`src/hw/rtl/dhtq_pkg.sv`:
```
// Shared types and constants for the deadline min-heap timer queue.
// Status codes, request and result field widths, and the command and status
// structs that join the controller to the datapath. Depends on nothing.
`default_nettype none

package dhtq_pkg;

   localparam int ID_W     = 5;
   localparam int TIME_W   = 48;
   localparam int IVAL_W   = 32;
   localparam int STATUS_W = 3;
   localparam int CNT_W    = 5;

   localparam logic FUNC_INSERT = 1'b0;
   localparam logic FUNC_POP    = 1'b1;

   typedef enum logic [STATUS_W-1:0] {
      STATUS_INSERTED = 3'd0,
      STATUS_POPPED   = 3'd1,
      STATUS_NOT_DUE  = 3'd2,
      STATUS_EMPTY    = 3'd3,
      STATUS_FULL     = 3'd4
   } status_type;

   typedef struct packed {
      logic [ID_W-1:0]   id;
      logic [TIME_W-1:0] deadline;
   } entry_type;

   typedef struct packed {
      logic       capture;
      logic       ins_start;
      logic       pop_start;
      logic       reject;
      status_type rej_code;
      logic       pop_load;
      logic       rd_up;
      logic       move_up;
      logic       rd_kids;
      logic       move_down;
      logic       place;
   } cmd_type;

   typedef struct packed {
      logic is_pop;
      logic is_full;
      logic is_empty;
      logic not_due;
      logic up_root;
      logic up_less;
      logic dn_leaf;
      logic dn_less;
   } stat_type;

endpackage

`default_nettype wire

```
`src/hw/rtl/deadline_min_heap_timer_queue_top.sv`:
```
// Top level of the deadline min-heap timer queue.
// Instantiates dhtq_ctrl and dhtq_dp; uses dhtq_pkg.
// A request is taken when start is high and busy is low; its single result
// shows for one cycle under rsp_valid and cannot be held off. A pop first
// fetches the last entry of the heap; a sift stops at the root, at a leaf or
// on a failed compare. busy clears in the cycle after the strobe. Each level
// is a memory read followed by a compare and one write on the single write
// port of the heap memory, which sets the rate.
// Heap slots need no clearing after reset: only values read from filled slots are ever used.
`default_nettype none

module deadline_min_heap_timer_queue_top #(
   parameter int HEAP_DEPTH = 32
) (
   input  wire logic                            clock,
   input  wire logic                            reset,
   input  wire logic                            start,
   output logic                                 busy,
   input  wire logic                            req_func,
   input  wire logic [dhtq_pkg::ID_W-1:0]       req_task_id,
   input  wire logic [dhtq_pkg::TIME_W-1:0]     req_now_ms,
   input  wire logic [dhtq_pkg::IVAL_W-1:0]     req_refresh_ms,
   input  wire logic [dhtq_pkg::IVAL_W-1:0]     req_blink_ms,
   input  wire logic                            req_blinking,
   input  wire logic                            req_urgent_in,
   output logic                                 rsp_valid,
   output logic      [dhtq_pkg::STATUS_W-1:0]   rsp_status,
   output logic      [dhtq_pkg::ID_W-1:0]       rsp_popped_id,
   output logic      [dhtq_pkg::TIME_W-1:0]     rsp_popped_deadline,
   output logic                                 rsp_urgent_out,
   output logic      [dhtq_pkg::TIME_W-1:0]     rsp_head_deadline,
   output logic      [dhtq_pkg::CNT_W-1:0]      rsp_entry_count
);
   import dhtq_pkg::*;

   cmd_type  cmd;
   stat_type stat;

   dhtq_ctrl u_ctrl (
      .clock     (clock),
      .reset     (reset),
      .start     (start),
      .stat      (stat),
      .cmd       (cmd),
      .busy      (busy),
      .rsp_valid (rsp_valid)
   );

   dhtq_dp #(
      .HEAP_DEPTH (HEAP_DEPTH)
   ) u_dp (
      .clock               (clock),
      .reset               (reset),
      .cmd                 (cmd),
      .stat                (stat),
      .req_func            (req_func),
      .req_task_id         (req_task_id),
      .req_now_ms          (req_now_ms),
      .req_refresh_ms      (req_refresh_ms),
      .req_blink_ms        (req_blink_ms),
      .req_blinking        (req_blinking),
      .req_urgent_in       (req_urgent_in),
      .rsp_status          (rsp_status),
      .rsp_popped_id       (rsp_popped_id),
      .rsp_popped_deadline (rsp_popped_deadline),
      .rsp_urgent_out      (rsp_urgent_out),
      .rsp_head_deadline   (rsp_head_deadline),
      .rsp_entry_count     (rsp_entry_count)
   );

endmodule

`default_nettype wire

```
`src/hw/rtl/dhtq_ctrl.sv`:
```
// Controller state machine for the timer queue: decides insert, pop or reject and
// steps the sift loop one level per read/compare pair. Uses dhtq_pkg.
`default_nettype none

module dhtq_ctrl (
   input  wire logic               clock,
   input  wire logic               reset,
   input  wire logic               start,
   input  wire dhtq_pkg::stat_type stat,
   output dhtq_pkg::cmd_type       cmd,
   output logic                    busy,
   output logic                    rsp_valid
);
   import dhtq_pkg::*;

   typedef enum logic [2:0] {
      ST_IDLE,
      ST_DECIDE,
      ST_UP_CHK,
      ST_UP_CMP,
      ST_POP_LOAD,
      ST_DN_CHK,
      ST_DN_CMP,
      ST_RESP
   } state_type;

   state_type state_ff, state_in;
   logic      busy_ff, busy_in;
   logic      valid_ff, valid_in;

   always_comb begin
      state_in = state_ff;
      cmd      = '0;
      unique case (state_ff)
         ST_IDLE: begin
            if (start) begin
               cmd.capture = 1'b1;
               state_in    = ST_DECIDE;
            end
         end
         ST_DECIDE: begin
            if (!stat.is_pop) begin
               if (stat.is_full) begin
                  cmd.reject   = 1'b1;
                  cmd.rej_code = STATUS_FULL;
                  state_in     = ST_RESP;
               end else begin
                  cmd.ins_start = 1'b1;
                  state_in      = ST_UP_CHK;
               end
            end else if (stat.is_empty) begin
               cmd.reject   = 1'b1;
               cmd.rej_code = STATUS_EMPTY;
               state_in     = ST_RESP;
            end else if (stat.not_due) begin
               cmd.reject   = 1'b1;
               cmd.rej_code = STATUS_NOT_DUE;
               state_in     = ST_RESP;
            end else begin
               cmd.pop_start = 1'b1;
               state_in      = ST_POP_LOAD;
            end
         end
         ST_UP_CHK: begin
            if (stat.up_root) begin
               cmd.place = 1'b1;
               state_in  = ST_RESP;
            end else begin
               cmd.rd_up = 1'b1;
               state_in  = ST_UP_CMP;
            end
         end
         ST_UP_CMP: begin
            if (stat.up_less) begin
               cmd.move_up = 1'b1;
               state_in    = ST_UP_CHK;
            end else begin
               cmd.place = 1'b1;
               state_in  = ST_RESP;
            end
         end
         ST_POP_LOAD: begin
            cmd.pop_load = 1'b1;
            state_in     = ST_DN_CHK;
         end
         ST_DN_CHK: begin
            if (stat.dn_leaf) begin
               cmd.place = 1'b1;
               state_in  = ST_RESP;
            end else begin
               cmd.rd_kids = 1'b1;
               state_in    = ST_DN_CMP;
            end
         end
         ST_DN_CMP: begin
            if (stat.dn_less) begin
               cmd.move_down = 1'b1;
               state_in      = ST_DN_CHK;
            end else begin
               cmd.place = 1'b1;
               state_in  = ST_RESP;
            end
         end
         ST_RESP: begin
            state_in = ST_IDLE;
         end
         default: begin
            state_in = ST_IDLE;
         end
      endcase
      busy_in  = (state_in != ST_IDLE);
      valid_in = (state_in == ST_RESP);
   end

   always_ff @(posedge clock) begin
      if (reset) begin
         state_ff <= ST_IDLE;
         busy_ff  <= 1'b0;
         valid_ff <= 1'b0;
      end else begin
         state_ff <= state_in;
         busy_ff  <= busy_in;
         valid_ff <= valid_in;
      end
   end

   assign busy      = busy_ff;
   assign rsp_valid = valid_ff;

endmodule

`default_nettype wire

```
`src/hw/rtl/dhtq_dp.sv`:
```
// Datapath for the timer queue: request capture, saturating deadline add,
// heap memory with two registered read ports, sift registers and result
// registers. Uses dhtq_pkg; driven by dhtq_ctrl.
`default_nettype none

module dhtq_dp #(
   parameter int HEAP_DEPTH = 32
) (
   input  wire logic                            clock,
   input  wire logic                            reset,
   input  wire dhtq_pkg::cmd_type               cmd,
   output dhtq_pkg::stat_type                   stat,
   input  wire logic                            req_func,
   input  wire logic [dhtq_pkg::ID_W-1:0]       req_task_id,
   input  wire logic [dhtq_pkg::TIME_W-1:0]     req_now_ms,
   input  wire logic [dhtq_pkg::IVAL_W-1:0]     req_refresh_ms,
   input  wire logic [dhtq_pkg::IVAL_W-1:0]     req_blink_ms,
   input  wire logic                            req_blinking,
   input  wire logic                            req_urgent_in,
   output logic      [dhtq_pkg::STATUS_W-1:0]   rsp_status,
   output logic      [dhtq_pkg::ID_W-1:0]       rsp_popped_id,
   output logic      [dhtq_pkg::TIME_W-1:0]     rsp_popped_deadline,
   output logic                                 rsp_urgent_out,
   output logic      [dhtq_pkg::TIME_W-1:0]     rsp_head_deadline,
   output logic      [dhtq_pkg::CNT_W-1:0]      rsp_entry_count
);
   import dhtq_pkg::*;

   localparam int AW = $clog2(HEAP_DEPTH);

   entry_type mem [HEAP_DEPTH];

   logic              func_ff;
   logic [ID_W-1:0]   id_ff;
   logic [TIME_W-1:0] now_ff;
   logic [IVAL_W-1:0] ival_ff;
   logic              urg_ff;

   logic [AW-1:0] count_ff, count_in;
   logic [AW-1:0] pos_ff, pos_in;
   entry_type     hold_ff, hold_in;
   entry_type     head_ff;
   entry_type     rd_a_ff, rd_b_ff;

   status_type        status_ff;
   logic [ID_W-1:0]   pid_ff;
   logic [TIME_W-1:0] pdl_ff;
   logic              uout_ff;

   logic [TIME_W:0]   sum;
   logic [TIME_W-1:0] new_dl;
   logic [AW-1:0]     up_idx;
   logic [AW:0]       kid_ext;
   logic [AW-1:0]     kid_idx;
   logic [AW-1:0]     rd_a_addr;
   logic [AW-1:0]     rd_b_addr;
   logic              take_right;
   entry_type         child;
   logic [AW-1:0]     child_idx;
   logic              wr_en;
   entry_type         wr_data;
   logic [AW+CNT_W-1:0] cnt_ext;

   always_ff @(posedge clock) begin
      if (cmd.capture) begin
         func_ff <= req_func;
         id_ff   <= req_task_id;
         now_ff  <= req_now_ms;
         ival_ff <= req_blinking ? req_blink_ms : req_refresh_ms;
         urg_ff  <= req_urgent_in ^ req_blinking;
      end
   end

   assign sum    = {1'b0, now_ff} + {(TIME_W + 1 - IVAL_W)'(0), ival_ff};
   assign new_dl = sum[TIME_W] ? {TIME_W{1'b1}} : sum[TIME_W-1:0];

   assign up_idx    = pos_ff >> 1;
   assign kid_ext   = {pos_ff, 1'b0};
   assign kid_idx   = kid_ext[AW-1:0];
   assign rd_b_addr = kid_idx + AW'(1);

   assign take_right = (kid_ext < {1'b0, count_ff}) && (rd_a_ff.deadline > rd_b_ff.deadline);
   assign child      = take_right ? rd_b_ff : rd_a_ff;
   assign child_idx  = take_right ? rd_b_addr : kid_idx;

   always_comb begin
      rd_a_addr = kid_idx;
      if (cmd.rd_up) begin
         rd_a_addr = up_idx;
      end else if (cmd.pop_start) begin
         rd_a_addr = count_ff;
      end
   end

   always_comb begin
      count_in = count_ff;
      pos_in   = pos_ff;
      hold_in  = hold_ff;
      if (cmd.ins_start) begin
         count_in = count_ff + AW'(1);
         pos_in   = count_ff + AW'(1);
         hold_in  = '{id: id_ff, deadline: new_dl};
      end
      if (cmd.pop_start) begin
         count_in = count_ff - AW'(1);
         pos_in   = AW'(1);
      end
      if (cmd.pop_load) begin
         hold_in = rd_a_ff;
      end
      if (cmd.move_up) begin
         pos_in = up_idx;
      end
      if (cmd.move_down) begin
         pos_in = child_idx;
      end
   end

   always_ff @(posedge clock) begin
      if (reset) begin
         count_ff <= '0;
      end else begin
         count_ff <= count_in;
      end
   end

   always_ff @(posedge clock) begin
      pos_ff  <= pos_in;
      hold_ff <= hold_in;
   end

   assign wr_en = cmd.move_up | cmd.move_down | cmd.place;

   always_comb begin
      wr_data = hold_ff;
      if (cmd.move_up) begin
         wr_data = rd_a_ff;
      end else if (cmd.move_down) begin
         wr_data = child;
      end
   end

   always_ff @(posedge clock) begin
      if (wr_en) begin
         mem[pos_ff] <= wr_data;
      end
   end

   always_ff @(posedge clock) begin
      rd_a_ff <= mem[rd_a_addr];
      rd_b_ff <= mem[rd_b_addr];
   end

   always_ff @(posedge clock) begin
      if (wr_en && (pos_ff == AW'(1))) begin
         head_ff <= wr_data;
      end
   end

   always_ff @(posedge clock) begin
      if (cmd.ins_start) begin
         status_ff <= STATUS_INSERTED;
         pid_ff    <= '0;
         pdl_ff    <= '0;
         uout_ff   <= urg_ff;
      end else if (cmd.pop_start) begin
         status_ff <= STATUS_POPPED;
         pid_ff    <= head_ff.id;
         pdl_ff    <= head_ff.deadline;
         uout_ff   <= 1'b0;
      end else if (cmd.reject) begin
         status_ff <= cmd.rej_code;
         pid_ff    <= '0;
         pdl_ff    <= '0;
         uout_ff   <= 1'b0;
      end
   end

   always_comb begin
      stat.is_pop   = (func_ff == FUNC_POP);
      stat.is_full  = (count_ff == AW'(HEAP_DEPTH - 1));
      stat.is_empty = (count_ff == '0);
      stat.not_due  = (head_ff.deadline > now_ff);
      stat.up_root  = (up_idx == '0);
      stat.up_less  = (hold_ff.deadline < rd_a_ff.deadline);
      stat.dn_leaf  = (kid_ext > {1'b0, count_ff});
      stat.dn_less  = (child.deadline < hold_ff.deadline);
   end

   assign cnt_ext             = {CNT_W'(0), count_ff};
   assign rsp_status          = status_ff;
   assign rsp_popped_id       = pid_ff;
   assign rsp_popped_deadline = pdl_ff;
   assign rsp_urgent_out      = uout_ff;
   assign rsp_head_deadline   = (count_ff == '0) ? '0 : head_ff.deadline;
   assign rsp_entry_count     = cnt_ext[CNT_W-1:0];

endmodule

`default_nettype wire

```
`config.mk`:
```
export PLATFORM = sky130hd
export DESIGN_NAME = deadline_min_heap_timer_queue_top
export DESIGN_NICKNAME = d
export VERILOG_FILES = /design/src/hw/rtl/dhtq_pkg.sv /design/src/hw/rtl/deadline_min_heap_timer_queue_top.sv /design/src/hw/rtl/dhtq_ctrl.sv /design/src/hw/rtl/dhtq_dp.sv
export SDC_FILE = /design/constraint.sdc
export NUM_CORES = 2
export LEC_CHECK = 0
export BUFFER_PORTS_ARGS = -buffer_cell sky130_fd_sc_hd__buf_2
export CAP_MARGIN = 5
export CORE_UTILIZATION = 57
export CTS_CLUSTER_DIAMETER = 100
export CTS_CLUSTER_SIZE = 30
export DETAILED_ROUTE_END_ITERATION = 10
export GPL_TIMING_DRIVEN = 0
export HOLD_SLACK_MARGIN = 0.05
export PLACE_DENSITY = 0.76
export SETUP_SLACK_MARGIN = 0.4
export SLEW_MARGIN = 20
export SYNTH_ARGS = -nofsm -noshare
export SYNTH_HDL_FRONTEND = slang
export SYNTH_SLANG_ARGS = --single-unit
```
`constraint.sdc`:
```
create_clock -name clock -period 9.9 [get_ports clock]
set_input_delay 0.99 -clock clock [delete_from_list [all_inputs] [get_ports clock]]
set_output_delay 0.99 -clock clock [all_outputs]
set_load 0.05 [all_outputs]
```
# --- Yosys cells after proc, flatten, opt, wreduce, memory -nomap -nowiden ---
# Memory sizes are Yosys's and may differ from the RTL's. A register that Yosys moved wholly into a read port is not among the register bits.
# Cells that the tools add are included.
classes:
  order_cmp: 6
  bitwise: 3
  eq_ne: 10
  n_reduce_logical: 12
  muxes: 61
  addsub: 4
op_table:
  columns: ["cell", "count"]
  rows:
  - ["2-to-1 mux 53 bit", 5]
  - ["2-to-1 mux 48 bit", 4]
  - ["> comparator 48 bit", 2]
  - ["< comparator 48 bit", 2]
  - ["2-to-1 mux 5 bit", 10]
  - ["adder 48 x 32 -> 49 bit", 1]
  - ["2-to-1 mux 32 bit", 1]
  - ["2-to-1 mux 1 bit", 26]
  - ["case mux 3 bit (8 select lines)", 1]
  - ["2-to-1 mux 4 bit", 4]
  - ["equality test 3 bit, second input constant", 5]
  - ["2-to-1 mux 3 bit", 5]
  - ["adder 5 x 1 -> 5 bit, second input constant", 2]
  - ["zero test 5 bit", 2]
  - ["equality test 3 x 2 -> 1 bit, second input constant", 2]
  - ["> comparator 6 x 5 -> 1 bit", 1]
  - ["< comparator 6 x 5 -> 1 bit", 1]
  - ["2-to-1 mux 2 bit", 3]
  - ["2-to-1 mux 6 bit", 1]
  - ["nonzero test 2 bit", 3]
  - ["nonzero test 3 bit", 2]
  - ["equality test 5 x 1 -> 1 bit, second input constant", 1]
  - ["equality test 5 bit, second input constant", 1]
  - ["subtractor 5 x 1 -> 5 bit, second input constant", 1]
  - ["other kinds (8)", 10]
word_totals:
  in_bits: 123
  reg_bits: 265
  ramBits: 1696
  word_cells: 116
  output_inout_bits: 112
  n_memories: 1
memory_table:
  columns: ["memory", "words", "width", "rd", "rd_ports_with_merged_regs", "write_ports", "line_no", "source"]
  rows:
  - ["u_dp.mem", 32, 53, 2, 2, 1, "dhtq_dp.sv:31", "entry_type mem [HEAP_DEPTH];"]

# --- Logic depth before layout (Yosys ltp) ---
depth:
  word_depth: 10
  mapped_depth: 29
  depth_no_buf: 25

# --- Modules after synthesis ---
# Synthesis repeated with hierarchy kept, for this count alone.
unflattened:
  cells_unflattened: 5060
  hier_area_um2: 91267.5
by_module_without_submodules:
  columns: ["module", "instances", "cells_each", "area_each_um2", "seq_area_each_um2"]
  rows:
  - ["dhtq_dp", 1, 5009, 90887.2, 60247.8]
  - ["dhtq_ctrl", 1, 51, 380.4, 100.1]

# --- Worst setup path after synthesis ---
# OpenSTA, ideal clock, no wires.
synth_timing:
  path_kind: "input port to flip-flop"
  start: "in start"
  end: "reg u_dp.func_ff (enable)"
  path_buffers: 0
  cell_stages: 1
  arrival_time_ns: 9.766
  required_time_ns: 9.123
  setup_time_ns: 0.777
  path_slack_ns: -0.643
  cell_sequence: "nor4b_1"
synth_between:
  elab_chain_len: 2
synth_rtl:
  columns: ["item", "line_no", "source"]
  rows:
  - ["start: declaration", "deadline_min_heap_timer_queue_top.sv:17", "input wire logic start,"]
  - ["2-to-1 mux 1 bit", "dhtq_ctrl.sv:36", "if (start) begin"]
  - ["2-to-1 mux 1 bit", "dhtq_ctrl.sv:34", "unique case (state_ff)"]
  - ["end signal: assignment", "dhtq_dp.sv:66", "func_ff <= req_func;"]
  - ["end: declaration", "dhtq_dp.sv:33", "logic func_ff;"]
# No other way between the ends.
# A chain may end at the register's enable or synchronous reset.

==> results.yml <==
timing:
  fmax_mhz: 104.3
  finalCritPeriodShare: 0.9688
  worstMarginPinSlew_ns: 1.272
  setup_ws_ns: 0.3089
  hold_viol: 0
  setup_violations: 0
  finalMaxSlewViolations: 0
  rsz0062_at_grt: "yes"
  slew_headroom: 0.1355
  fin_crit_ns: 9.591
  skew_ns: 0.03629
clock_tree:
  numCtsBuffers: 80
  post_cts_resized: 3
  clk_pin_slew_ns: 0.12
  ctsHoldBuffers: 0
  cts_buffer_depth: 3
  clock-root-buffer: "clkbuf_16"
  cts_htree_levels: 3
  cts_setup_buffers: 0
  clock_latency_ns: 0.76
  cts_num_sinks: 2067
  cts_tree: "done"
yosys:
  synth_xor_area_frac: 0.004244
  seq_area_frac_synth: 0.6498
  postSynthAreaPerCell_sq_um: 13.49
  synth_edf_count: 1895
  synth_adder_area_share: 0.03107
  synthFlopType: "edfxtp_1"
  synth_compound_area_frac: 0.06549
  syn_inst: 6885
  ys_ff_latch: 2067
  yosys.area_share.simple: 0.1178
  ys_types: 81
  synth.area.mux_share: 0.1026
  syn_nets: 7238
  synth_area_sq_mm: 0.09287
  ys_async_sr_fraction: 0
  synth_top_family_by_area: "simple AND/OR/NAND/NOR gates"
  synth_warnings: 0
route:
  avgViaCountPerCell: 6.775
  detail_route.first_pass.iterations: 10
  routedWlPerCell_microns: 31.64
  wirelength_mm: 303.0
  drc: 0
  vias: 64870
  drtIter0Drc: 10440
  ant_nets: 0
worst_hold_path:
  hold_depth: 1
  hold_class: "in -> reg"
floorplanning:
  die-width_microns: 405.6
  rows: 147
  dieHeight_microns: 405.6
  coreArea_sq_mm: 0.1611
  start_util: 0.5764
  die_area_sq_mm: 0.1645
  pin_count: 235
grt:
  grt_pass1_vias: 63040
  grt_start_max_net_pins: 40
  grtUsageTotal: 0.3651
  grt_pass1_wl_mm: 428.2
  antenna_found_initial: 27
  grt_overflow: 0
power_and_ir_drop:
  leakage_nw: 38.00
  p_per_area_mw_per_mm2: 264.3
  vdd_drop_max_mv: 0.2109
critical_path:
  crit_path_start_kind: "flip-flop"
  worstSetupPathType: "reg -> reg"
  cp-startpoint: "u_dp.rd_a_ff[46]"
  reg2reg_depth: 25
  r2r_setup_slack_ns: 0.31
  critPathMaxFanout: 33
  crit_end: "u_dp.mem[17][20]"
  r2r-end: "u_dp.mem[17][20]"
  worstSetupEndpointType: "flip-flop"
  rr_startpoint: "u_dp.rd_a_ff[46]"
  required_ns: 10.23
  arrival_ns: 9.92
final_layout:
  drive_gt1_frac: 0.1400
  final_util: 0.6403
  nets: 7682
  fill_cells: 11620
  area_delta_synth_final_pct: 11.09
placement:
  port_buffers: 232
  gp_congestion: 1.012
  place_ws_ns: -0.08989
  dpl.hpwl_mm: 227.4
job:
  maxCapViolCount: 0
status:
  outcome: "complete, no violations"
## synthesized netlist by cell type, types with 55 or more instances
cell type / count / area share
and3_1: 174 / 0.012
a221oi_1: 55 / 0.0052
a21oi_1: 96 / 0.0052
nand4_1: 96 / 0.0065
mux4_2: 266 / 0.065
nand3_1: 503 / 0.027
a311oi_1: 60 / 0.0057
ha_1: 229 / 0.031
dfxtp_1: 172 / 0.037
nand2_1: 1371 / 0.055
o21ai_0: 153 / 0.0082
nor2_1: 86 / 0.0035
buf_2: 100 / 0.0054
a21o_1: 74 / 0.0060
nor3_1: 80 / 0.0043
a31oi_1: 65 / 0.0044
edfxtp_1: 1895 / 0.61
clkbuf_1: 284 / 0.011
mux2i_1: 313 / 0.034
inv_1: 216 / 0.0087
## cell type report
class | instances | area [sq um] | area share
Antenna cell | 21 | 52.55 | 0.0005094
Buffer | 440 | 1926 | 0.01866
Clock buffer | 135 | 2251 | 0.02182
Clock inverter | 12 | 153.9 | 0.001492
Inverter | 217 | 814.5 | 0.007895
Multi-Input combinational cell | 4161 | 30960 | 0.3001
Sequential cell | 2067 | 60350 | 0.5849
Tap cell | 2160 | 2703 | 0.02620
Timing Repair Buffer | 362 | 3964 | 0.03842
## how the worst min path moves through the flow
| stage | to | startpoint | slack, ns |
|---|---|---|---|
| finish | u_dp.now_ff[0] | req_now_ms[0] | 0.40 |
| global route | u_dp.now_ff[6] | req_now_ms[6] | 0.39 |
| CTS | u_dp.now_ff[0] | req_now_ms[0] | 0.36 |
| detailed placement | u_dp.rsp_status[2] | u_dp.rsp_status[2] | 0.44 |
| global placement | u_dp.rsp_status[2] | u_dp.rsp_status[2] | 0.43 |
| floorplan | u_dp.rsp_popped_id[0] | u_dp.head_ff[48] | 0.44 |
## sequential cells by signal, summed over array words and instances, names as in the netlist, 3 cells and up
register,count
u_dp.mem,1696
u_dp.head_ff,53
u_dp.hold_ff,53
u_dp.rd_a_ff,53
u_dp.rd_b_ff,53
u_dp.now_ff,48
u_dp.rsp_popped_deadline,48
u_dp.ival_ff,32
u_dp.id_ff,5
u_dp.pos_ff,5
u_dp.rsp_entry_count,5
u_dp.rsp_popped_id,5
u_ctrl.state_ff,3
u_dp.rsp_status,3
## layer usage
metal | wire length, microns | vias to the layer above | part of all wire | global-route usage
met5 | 363 | - | 0.0012 | 0.01665
met1 | 102400 | 31710 | 0.34 | 0.4492
met2 | 137600 | 5099 | 0.45 | 0.5696
met3 | 42860 | 1001 | 0.14 | 0.1164
met4 | 19810 | 21 | 0.065 | 0.2056
li1 | - | 27040 | - | -
## kinds of logic after synthesis
kind of cell / count (synthesis)
buffers and inverters: 657
AND/OR/NAND/NOR: 2436
multiplexers: 614
XOR/XNOR: 45
flip-flops: 2067
adder cells (fa/ha/maj): 230
AO/OA/AOI/OAI: 836
## layout by cell type, fill, tap and decap left out, drive strengths merged, types with 174 or more instances in the layout
master / n
ha: 229
nand2: 1371
mux4: 266
mux2i: 315
nand3: 505
inv: 224
edfxtp: 1895
buf: 516
clkbuf: 421
and3: 174
## power by group
| part | internal, mW | switching (mW) | leakage [nW] |
|---|---|---|---|
| Clock | 1.62 | 2.70 | 1.15 |
| Sequential | 11.2 | 0.521 | 18.5 |
| Combinational | 3.48 | 7.74 | 18.3 |
## through the flow
stage | hold WS, ns | TNS [ns] | total power, mW | std cells | instance area, sq um
6_report | 0.4008 | 0 | 27.27 | 9575 | 103200
5_1_grt | 0.3913 | 0 | 27.99 | 9563 | 103100
4_1_cts | 0.3650 | 0 | 26.75 | 9553 | 103100
3_5_place_dp | 0.4395 | -13.91 | 22.61 | 9406 | 100700
3_3_place_gp | 0.4289 | -1214.97 | 21.65 | 9277 | 96740
2_1_floorplan | 0.4358 | 0 | 17.83 | 6885 | 92880
## worst max-delay path, cell delays in order (launching register included)
cell       delay [ns]
dfxtp_1          0.47
ha_1             0.40
nand4_1          0.24
nor4_1           0.46
nand2_1          0.24
or3_1            0.62
a21oi_2          0.50
nand2_1          0.15
clkbuf_2         0.33
clkbuf_1         0.35
nand2_1          0.13
o21ai_0          0.14
ha_1             0.37
nand4_1          0.19
nor3_1           0.45
and4_1           0.32
nand3_1          0.14
or3_1            0.55
o21ai_0          0.62
a21oi_1          0.08
o2111ai_1        0.27
nor2_1           0.20
o211ai_1         0.33
clkbuf_2         0.46
buf_2            0.56
o221ai_4         0.52
No activity file was read; power rests on OpenSTA's default activity.
